**config.mk**
```make
export PLATFORM = sky130hd
export DESIGN_NAME = decimal_to_pow2_radix_string_core
export DESIGN_NICKNAME = d
export VERILOG_FILES = /design/src/sv/dtp_pkg.sv /design/src/sv/dtp_front.sv /design/src/sv/dtp_queue.sv /design/src/sv/dtp_back.sv /design/src/sv/decimal_to_pow2_radix_string_core.sv
export SDC_FILE = /design/constraint.sdc
export NUM_CORES = 1
export LEC_CHECK = 0
export BUFFER_PORTS_ARGS = -buffer_cell sky130_fd_sc_hd__buf_4
export CELL_PAD_IN_SITES_DETAIL_PLACEMENT = 0
export CELL_PAD_IN_SITES_GLOBAL_PLACEMENT = 1
export CORE_MARGIN = 5
export CORE_UTILIZATION = 52
export DETAILED_ROUTE_END_ITERATION = 6
export PLACE_DENSITY_LB_ADDON = 0.1
export SYNTH_ARGS = -nofsm -noshare
export SYNTH_HDL_FRONTEND = slang
export SYNTH_SLANG_ARGS = --single-unit
```
**constraint.sdc**
```tcl
create_clock -name clk -period 6 [get_ports clk]
set_input_delay 0.3 -clock clk [delete_from_list [all_inputs] [get_ports clk]]
set_output_delay 0.3 -clock clk [all_outputs]
set_load 0.02 [all_outputs]
```
**src/sv/dtp_pkg.sv**
```systemverilog
// Package for the decimal to power-of-two radix string converter.
// Holds the shared job type, status codes, register indexes and the glyph table.
// No dependencies.
package dtp_pkg;

	localparam int MAX_DIGITS = 63;
	localparam int NDIG_W = 6;
	localparam int SH_W = 9;
	localparam int QDEPTH = 2;
	localparam int QPTR_W = 1;
	localparam int QCNT_W = 2;

	localparam logic [1:0] ST_OK = 2'd0;
	localparam logic [1:0] ST_BASE = 2'd1;
	localparam logic [1:0] ST_INPUT = 2'd2;

	localparam logic REG_RADIX = 1'b0;
	localparam logic REG_CAP = 1'b1;

	localparam logic [2:0] RADIX_RESET = 3'd4;
	localparam logic [7:0] CAP_RESET = 8'd65;

	localparam logic [7:0] CHAR_MINUS = 8'h2D;
	localparam logic [7:0] CHAR_ZERO = 8'h30;
	localparam logic [7:0] CHAR_NINE = 8'h39;

	typedef struct packed {
		logic [63:0] value;
		logic        negative;
	} job_t;

	function automatic logic [7:0] glyph(input logic [4:0] d);
		logic [7:0] g;
		if (d < 5'd10) begin
			g = 8'h30 + {3'd0, d};
		end else begin
			g = 8'h41 + {3'd0, d} - 8'd10;
		end
		return g;
	endfunction

endpackage

```
**src/sv/dtp_front.sv**
```systemverilog
// Front end: accepts characters, parses sign and decimal digits into a value.
// Pushes one job per string into the queue at end of string. Uses dtp_pkg.
module dtp_front (
	input  logic          clk,
	input  logic          arst_n,
	input  logic          in_valid,
	output logic          in_ready,
	input  logic [7:0]    char_code,
	input  logic          char_present,
	input  logic          end_of_string,
	output logic          push_valid,
	output dtp_pkg::job_t push_job,
	input  logic          push_ready
);

	logic [63:0] acc_q, acc_n;
	logic        neg_q, neg_n;
	logic        first_q, first_n;
	logic        stopped_q, stopped_n;
	logic        accept;

	assign in_ready = push_ready;
	assign accept = in_valid && in_ready;
	assign push_valid = accept && end_of_string;
	assign push_job = '{value: acc_n, negative: neg_n};

	always_comb begin
		acc_n = acc_q;
		neg_n = neg_q;
		first_n = first_q;
		stopped_n = stopped_q;
		if (char_present) begin
			first_n = 1'b0;
			if (!stopped_q) begin
				if (first_q && char_code == dtp_pkg::CHAR_MINUS) begin
					neg_n = 1'b1;
				end else if (char_code inside {[dtp_pkg::CHAR_ZERO:dtp_pkg::CHAR_NINE]}) begin
					acc_n = (acc_q << 3) + (acc_q << 1) + {60'd0, char_code[3:0]};
				end else begin
					stopped_n = 1'b1;
				end
			end
		end
	end

	always_ff @(posedge clk or negedge arst_n) begin
		if (!arst_n) begin
			acc_q <= '0;
			neg_q <= 1'b0;
			first_q <= 1'b1;
			stopped_q <= 1'b0;
		end else if (accept) begin
			if (end_of_string) begin
				acc_q <= '0;
				neg_q <= 1'b0;
				first_q <= 1'b1;
				stopped_q <= 1'b0;
			end else begin
				acc_q <= acc_n;
				neg_q <= neg_n;
				first_q <= first_n;
				stopped_q <= stopped_n;
			end
		end
	end

endmodule

```
**src/sv/dtp_queue.sv**
```systemverilog
// Short job queue between the parser and the emitter.
// Depth and pointer widths come from dtp_pkg.
module dtp_queue (
	input  logic          clk,
	input  logic          arst_n,
	input  logic          push_valid,
	input  dtp_pkg::job_t push_job,
	output logic          push_ready,
	output logic          pop_valid,
	output dtp_pkg::job_t pop_job,
	input  logic          pop_ready
);

	dtp_pkg::job_t                mem_q [dtp_pkg::QDEPTH];
	logic [dtp_pkg::QPTR_W-1:0]   wr_ptr_q;
	logic [dtp_pkg::QPTR_W-1:0]   rd_ptr_q;
	logic [dtp_pkg::QCNT_W-1:0]   count_q;
	logic                         do_push;
	logic                         do_pop;

	assign push_ready = count_q != dtp_pkg::QCNT_W'(dtp_pkg::QDEPTH);
	assign pop_valid = count_q != '0;
	assign pop_job = mem_q[rd_ptr_q];
	assign do_push = push_valid && push_ready;
	assign do_pop = pop_valid && pop_ready;

	always_ff @(posedge clk) begin
		if (do_push) begin
			mem_q[wr_ptr_q] <= push_job;
		end
	end

	always_ff @(posedge clk or negedge arst_n) begin
		if (!arst_n) begin
			wr_ptr_q <= '0;
			rd_ptr_q <= '0;
			count_q <= '0;
		end else begin
			if (do_push) begin
				wr_ptr_q <= wr_ptr_q + 1'b1;
			end
			if (do_pop) begin
				rd_ptr_q <= rd_ptr_q + 1'b1;
			end
			if (do_push && !do_pop) begin
				count_q <= count_q + 1'b1;
			end else if (do_pop && !do_push) begin
				count_q <= count_q - 1'b1;
			end
		end
	end

endmodule

```
**src/sv/dtp_back.sv**
```systemverilog
// Back end: counts the output digits of a job, checks capacity and base,
// then emits the characters one per cycle while out_ready allows, through an output register. Uses dtp_pkg.
module dtp_back (
	input  logic          clk,
	input  logic          arst_n,
	input  logic          pop_valid,
	input  dtp_pkg::job_t pop_job,
	output logic          pop_ready,
	input  logic [2:0]    radix_bits,
	input  logic [7:0]    capacity,
	output logic          out_valid,
	input  logic          out_ready,
	output logic [7:0]    out_char,
	output logic          out_char_valid,
	output logic          last_of_run,
	output logic [1:0]    status
);

	localparam logic [1:0] S_IDLE = 2'd0;
	localparam logic [1:0] S_COUNT = 2'd1;
	localparam logic [1:0] S_SINGLE = 2'd2;
	localparam logic [1:0] S_EMIT = 2'd3;

	logic [1:0]                  state_q;
	logic [63:0]                 val_q;
	logic [63:0]                 t_q;
	logic                        neg_q;
	logic                        sign_pend_q;
	logic [dtp_pkg::NDIG_W-1:0]  n_q;
	logic [dtp_pkg::SH_W-1:0]    sh_q;
	logic [7:0]                  single_char_q;
	logic                        single_cv_q;
	logic [1:0]                  single_st_q;
	logic                        out_valid_q;
	logic [7:0]                  out_char_q;
	logic                        out_cv_q;
	logic                        out_last_q;
	logic [1:0]                  out_st_q;

	logic                        slot_free;
	logic                        base_ok;
	logic                        count_done;
	logic [6:0]                  total;
	logic [dtp_pkg::SH_W-1:0]    sh_first;
	logic [63:0]                 shifted;
	logic [4:0]                  mask;
	logic [4:0]                  digit;

	assign slot_free = !out_valid_q || out_ready;
	assign pop_ready = state_q == S_IDLE;
	assign base_ok = radix_bits inside {[3'd1:3'd5]};
	assign count_done = t_q == '0 || n_q == dtp_pkg::NDIG_W'(dtp_pkg::MAX_DIGITS);
	assign total = {1'b0, n_q} + {6'd0, neg_q};
	assign sh_first = ({3'd0, n_q} - 9'd1) * {6'd0, radix_bits};
	assign shifted = val_q >> sh_q[5:0];
	assign mask = 5'((6'd1 << radix_bits) - 6'd1);
	assign digit = (sh_q[dtp_pkg::SH_W-1:6] == '0) ? (shifted[4:0] & mask) : 5'd0;

	assign out_valid = out_valid_q;
	assign out_char = out_char_q;
	assign out_char_valid = out_cv_q;
	assign last_of_run = out_last_q;
	assign status = out_st_q;

	always_ff @(posedge clk) begin
		if (state_q == S_IDLE && pop_valid) begin
			val_q <= pop_job.value;
			t_q <= pop_job.value;
			neg_q <= pop_job.negative;
		end else if (state_q == S_COUNT && !count_done) begin
			t_q <= t_q >> radix_bits;
		end
		if (state_q == S_COUNT && count_done) begin
			sh_q <= sh_first;
			sign_pend_q <= neg_q;
			single_char_q <= 8'd0;
			single_cv_q <= 1'b0;
			single_st_q <= dtp_pkg::ST_INPUT;
			if (!base_ok) begin
				single_st_q <= dtp_pkg::ST_BASE;
			end else if (capacity != 8'd0 && n_q == '0 && capacity >= 8'd2) begin
				single_char_q <= dtp_pkg::CHAR_ZERO;
				single_cv_q <= 1'b1;
				single_st_q <= dtp_pkg::ST_OK;
			end
		end else if (state_q == S_EMIT && slot_free) begin
			if (sign_pend_q) begin
				sign_pend_q <= 1'b0;
			end else begin
				sh_q <= sh_q - {6'd0, radix_bits};
			end
		end
	end

	always_ff @(posedge clk or negedge arst_n) begin
		if (!arst_n) begin
			state_q <= S_IDLE;
			n_q <= '0;
		end else begin
			case (state_q)
				S_IDLE: begin
					if (pop_valid) begin
						n_q <= '0;
						state_q <= S_COUNT;
					end
				end
				S_COUNT: begin
					if (!count_done) begin
						n_q <= n_q + 1'b1;
					end else if (!base_ok || capacity == 8'd0 || n_q == '0 ||
							{1'b0, total} >= capacity) begin
						state_q <= S_SINGLE;
					end else begin
						state_q <= S_EMIT;
					end
				end
				S_SINGLE: begin
					if (slot_free) begin
						state_q <= S_IDLE;
					end
				end
				S_EMIT: begin
					if (slot_free && !sign_pend_q) begin
						n_q <= n_q - 1'b1;
						if (n_q == dtp_pkg::NDIG_W'(1)) begin
							state_q <= S_IDLE;
						end
					end
				end
				default: state_q <= S_IDLE;
			endcase
		end
	end

	always_ff @(posedge clk or negedge arst_n) begin
		if (!arst_n) begin
			out_valid_q <= 1'b0;
		end else if (slot_free) begin
			out_valid_q <= state_q == S_SINGLE || state_q == S_EMIT;
		end
	end

	always_ff @(posedge clk) begin
		if (slot_free) begin
			if (state_q == S_SINGLE) begin
				out_char_q <= single_char_q;
				out_cv_q <= single_cv_q;
				out_last_q <= 1'b1;
				out_st_q <= single_st_q;
			end else begin
				out_char_q <= sign_pend_q ? dtp_pkg::CHAR_MINUS : dtp_pkg::glyph(digit);
				out_cv_q <= 1'b1;
				out_last_q <= !sign_pend_q && n_q == dtp_pkg::NDIG_W'(1);
				out_st_q <= dtp_pkg::ST_OK;
			end
		end
	end

endmodule

```
**src/sv/decimal_to_pow2_radix_string_core.sv**
```systemverilog
// Top level of the decimal to power-of-two radix string converter.
// Instantiates dtp_front, dtp_queue and dtp_back; uses dtp_pkg.
//
// Characters of a decimal string are taken one per cycle, also while an
// earlier string is still being emitted, as long as the two-entry job queue
// has room. For each string the emitter takes the job, counts its n output
// digits (n at most 63, found by shifting the value right by radix_bits per
// cycle), and then issues its output transactions in order: the sign, if
// any, and the digits, or one error or zero transaction. Register writes are
// taken at any time with cfg_ready high and must only be issued while no
// string is in flight.
module decimal_to_pow2_radix_string_core (
	input  logic       clk,
	input  logic       arst_n,
	input  logic       in_valid,
	output logic       in_ready,
	input  logic [7:0] char_code,
	input  logic       char_present,
	input  logic       end_of_string,
	output logic       out_valid,
	input  logic       out_ready,
	output logic [7:0] out_char,
	output logic       out_char_valid,
	output logic       last_of_run,
	output logic [1:0] status,
	input  logic       cfg_valid,
	output logic       cfg_ready,
	input  logic       cfg_index,
	input  logic [7:0] cfg_data
);

	logic [2:0]    radix_bits_q;
	logic [7:0]    capacity_q;
	logic          push_valid;
	logic          push_ready;
	dtp_pkg::job_t push_job;
	logic          pop_valid;
	logic          pop_ready;
	dtp_pkg::job_t pop_job;

	assign cfg_ready = 1'b1;

	always_ff @(posedge clk or negedge arst_n) begin
		if (!arst_n) begin
			radix_bits_q <= dtp_pkg::RADIX_RESET;
			capacity_q <= dtp_pkg::CAP_RESET;
		end else if (cfg_valid && cfg_ready) begin
			if (cfg_index == dtp_pkg::REG_RADIX) begin
				radix_bits_q <= cfg_data[2:0];
			end else if (cfg_index == dtp_pkg::REG_CAP) begin
				capacity_q <= cfg_data;
			end
		end
	end

	dtp_front u_front (
		.clk           (clk),
		.arst_n        (arst_n),
		.in_valid      (in_valid),
		.in_ready      (in_ready),
		.char_code     (char_code),
		.char_present  (char_present),
		.end_of_string (end_of_string),
		.push_valid    (push_valid),
		.push_job      (push_job),
		.push_ready    (push_ready)
	);

	dtp_queue u_queue (
		.clk        (clk),
		.arst_n     (arst_n),
		.push_valid (push_valid),
		.push_job   (push_job),
		.push_ready (push_ready),
		.pop_valid  (pop_valid),
		.pop_job    (pop_job),
		.pop_ready  (pop_ready)
	);

	dtp_back u_back (
		.clk            (clk),
		.arst_n         (arst_n),
		.pop_valid      (pop_valid),
		.pop_job        (pop_job),
		.pop_ready      (pop_ready),
		.radix_bits     (radix_bits_q),
		.capacity       (capacity_q),
		.out_valid      (out_valid),
		.out_ready      (out_ready),
		.out_char       (out_char),
		.out_char_valid (out_char_valid),
		.last_of_run    (last_of_run),
		.status         (status)
	);

endmodule

```
==> metrics.md <==
| Metric | Value |
|---|---|
| R2r startpoint | u_front.acc_q[0]$_DFFE_PN0P_ |
| Slew Viols, Final | 0 |
| Post-route non-filler standard cell count | 2,942 |
| R2R Setup Slk | between 1.5 and 2 ns |
| Die Area | 52,100 sq um |
| Number of gates resized after cts | 0 |
| Worst-path clk slew | 0.06 ns |
| Largest net degree at the start of global routing | 126 |
| Seq cells post-synth | 374 |
| CTS Buf Count | 42 |
| Finished Cell Area | 26,900 sq um |
| Setup slack after placement | between 1 and 1.5 ns |
| Die width | 228 um |
| Initial Utilization | 0.522 |
| Reg area | 10,800 sq um |
| Crit. Startpoint | u_front.acc_q[0]$_DFFE_PN0P_ |
| Data arrival, critical path | 4.77 ns |
| Critical path class | reg2reg |
| CTS tree | built |
| Row count | 80 |
| Vias in the first global route | between 15,000 and 20,000 |
| Setup bufs post-CTS | 0 |
| Layout fillers | 4,028 |
| Total Power | between 9 and 10 mW |
| Worst reg2reg endpoint | u_queue.mem_q[1][63]$_DFFE_PP_ |
| Clock power frac | 0.279 |
| Die height | ~230 um |
| CP Capture Type | flop |
| CTS Hold Buffers Added | 10 |
| Clock Tree Buf Depth | 3 |
| Synth cell types | between 70 and 80 |
| Max cap viols | 0 |
| Worst-case reg-to-reg path depth | 14 |
| Util after Layout | 0.568 |
| Worst EP required | roughly 6.3 ns |
| Post-synth top area cell | edfxtp_1 |
| Fin crit period | 4.49 ns |
| N_diodes | 0 |
| DP HPWL | 46,600 um |
| Fraction of layout cells with a size suffix above 1 | 0.130 |
| Congestion Overflow GR | 0 |
| Sinks on Clock Net | 374 |
| Synth async-reset ratio | 0.243 |
| Global Route Usage Sum | 0.244 |
| Io pins | 39 |
| Area of the multi-input gates | 13,100 sq um |
| IO Port Bufs | 36 |
| Initial antenna violation count | 0 |
| Area growth syn-to-layout | 8.89% |
| Endpoints failing setup | 0 |
| Total Routed Length | around 65,000 um |
| DR WL/cell | around 22 um |
| RSZ-0062 raised after global routing | no |
| Crit path launch type | flop |
| Sw Pwr | approximately 3.4 mW |
| Sequential share of power | 0.418 |
| Clock Latency Late Sink | roughly 0.58 ns |
| P per Cell Area | about 370 nW/um^2 |
| Synthesized area | 24,700 sq um |
| Hold_ws | 0.121 ns |
| First-pass GRT wire length | 103,000 um |
| WHS Path Cells | 3 |
| Nets | about 2,500 |
| Placed inst area | 25,300 sq um |
| Area share of the largest cell type after synthesis | 0.343 |
| DR vias | 18,400 |
| Commonest non-fill, non-tap cell in the layout | nand2_1 |
| Vias/cell | ~6.2 |
| Syn Area/Cell | ~11 sq um |
| Int Pwr | 6.56 mW |
| Worst-margin pin slew | approximately 0.98 ns |
| Root buf cell | clkbuf_16 |
| Worst Setup EP | u_queue.mem_q[1][63]$_DFFE_PP_ |
| Fin worst setup slack | 1.51 ns |
| Logic pwr share | 0.303 |
| Peak Freq | 0.223 GHz |
| Fin crit share | 0.749 |
| Synth area leaders | edfxtp_1, dfrtp_1, ha_1, nand2_1, mux4_2 |
| Total Neg Setup Slack | 0 ns |
| Syn_nets | 2,516 |
| Post-synth EDFFs | 283 |
| Synth Flop Type | edfxtp_1 |
| Final hold viol count | 0 |
| Peak supply drop | around 0.00023 V |
| Status | finished clean |
| Leakage power | ~11 nW |
| DRT antenna net count | 0 |
| Register area share after synthesis | 0.436 |
| Clock H-tree levels | 2 |
| DR iter-0 viols | 1,409 |
| Placed cell count | 2,854 |
| Pre-antenna DRT Iters | 6 |
| Crit path max fanout | 5 |
| Core area | roughly 47,000 sq um |
| Most frequent cells in the layout | nand2_1, edfxtp_1, o21ai_0, ha_1, a21oi_1 |
| Worst slew margin | 0.345 |
| Setup Skew | ~0.017 ns |
| Synthesis Warnings | 0 |
| Syn Inst Count | 2,331 |
| Sw Ratio | 0.344 |
| Worst Hold Class | in2reg |
| Drc violations | 0 |
| GP Congestion | 0.888 |
## cell families after synthesis
logic type                 share of synthesized area
AOI/OAI and AO/OA                              0.145
xor gates and xnor gates                      0.0333
adders and majority gates                     0.0847
buffers and inverters                         0.0368
DFF                                            0.436
muxes                                          0.138
other                                       0.000303
and+or+nand+nor                                0.126
## critical path: stages, from the launching register on
cell and delay, ns:
dfrtp_1 0.37, inv_1 0.08, fa_1 0.50, inv_1 0.07, fa_1 0.45, a21o_1 0.22, a221oi_2 0.32, o21ai_0 0.25
a221oi_1 0.50, o21ai_1 0.32, a31oi_1 0.27, o21ai_1 0.20, a221oi_1 0.33, xor2_1 0.21, o21ai_0 0.13
## area by class of cell
type | instances | share of cell area
sequential | 374 | 0.400
inverter | 66 | 0.00929
clock inverter | 22 | 0.0116
multi-input combinational | 1740 | 0.485
tap | 615 | 0.0286
clock buffer | 56 | 0.0443
timing repair buffer | 69 | 0.0206
## cell usage after synthesis (6+ instances only)
| cell type | instances |
|---|---|
| a211oi_1 | 14 |
| a221o_1 | 6 |
| edfxtp_1 | 283 |
| a21oi_1 | 113 |
| mux2_2 | 81 |
| o31ai_1 | 11 |
| buf_2 | 11 |
| mux4_2 | 61 |
| and2_1 | 12 |
| a21o_1 | 53 |
| dfrtp_1 | 87 |
| ha_1 | 150 |
| nor4_1 | 29 |
| xnor2_1 | 59 |
| nand2_1 | 386 |
| o21ai_0 | 167 |
| nor2b_1 | 10 |
| o21bai_1 | 19 |
| buf_1 | 15 |
| and3_1 | 68 |
| xor2_1 | 35 |
| o21ai_1 | 7 |
| mux4_1 | 11 |
| o21a_1 | 10 |
| a21boi_0 | 8 |
| nor2_1 | 71 |
| inv_1 | 62 |
| o211ai_1 | 13 |
| nor3_1 | 17 |
| a22oi_1 | 6 |
| nand3_1 | 25 |
| a31oi_1 | 59 |
| fa_1 | 11 |
| nand2b_1 | 14 |
| nand4_1 | 28 |
| mux2i_1 | 82 |
| clkbuf_1 | 114 |
| a22o_1 | 37 |
## how the worst min path moves through the flow
stage | start | to
finish | cfg_index | radix_bits_q[1]$_DFFE_PN0P_
global route | cfg_index | radix_bits_q[2]$_DFFE_PN1P_
CTS | cfg_index | radix_bits_q[2]$_DFFE_PN1P_
global placement | arst_n | u_front.acc_q[5]$_DFFE_PN0P_
detailed placement | arst_n | u_front.acc_q[5]$_DFFE_PN0P_
floorplan | arst_n | capacity_q[1]$_DFFE_PN0P_
## state kept, by name, summed over array words and instances (netlist names), 2 cells and up
| signal | flops |
|---|---|
| capacity_q | 8 |
| radix_bits_q | 3 |
| u_back.n_q | 6 |
| u_back.out_char | 7 |
| u_back.sh_q | 9 |
| u_back.single_st_q | 2 |
| u_back.state_q | 2 |
| u_back.status | 2 |
| u_back.t_q | 64 |
| u_back.val_q | 64 |
| u_front.acc_q | 64 |
| u_queue.count_q | 2 |
| u_queue.mem_q | 130 |
## power groups by stage
stage                     registers, mW  logic [mW]  clock network, mW
after floorplan                    3.96        2.29                  0
after global placement             4.18        2.99                  0
after detailed placement           4.20        3.02                  0
after CTS                          4.16        3.03               2.83
after global routing               4.24        3.34               2.93
final                              4.18        3.02               2.78
## per-layer routing
| layer | up-vias | part of all wire | global-route usage | routed length [um] |
|---|---|---|---|---|
| li1 | 8688 | - | - | - |
| met1 | 8980 | 0.47 | 0.363 | 30300 |
| met2 | 583 | 0.45 | 0.381 | 29200 |
| met3 | 100 | 0.052 | 0.0285 | 3380 |
| met4 | 0 | 0.026 | 0.0715 | 1680 |
| met5 | - | 0 | 0 | 0 |
No activity file was read; power rests on OpenSTA's default activity.
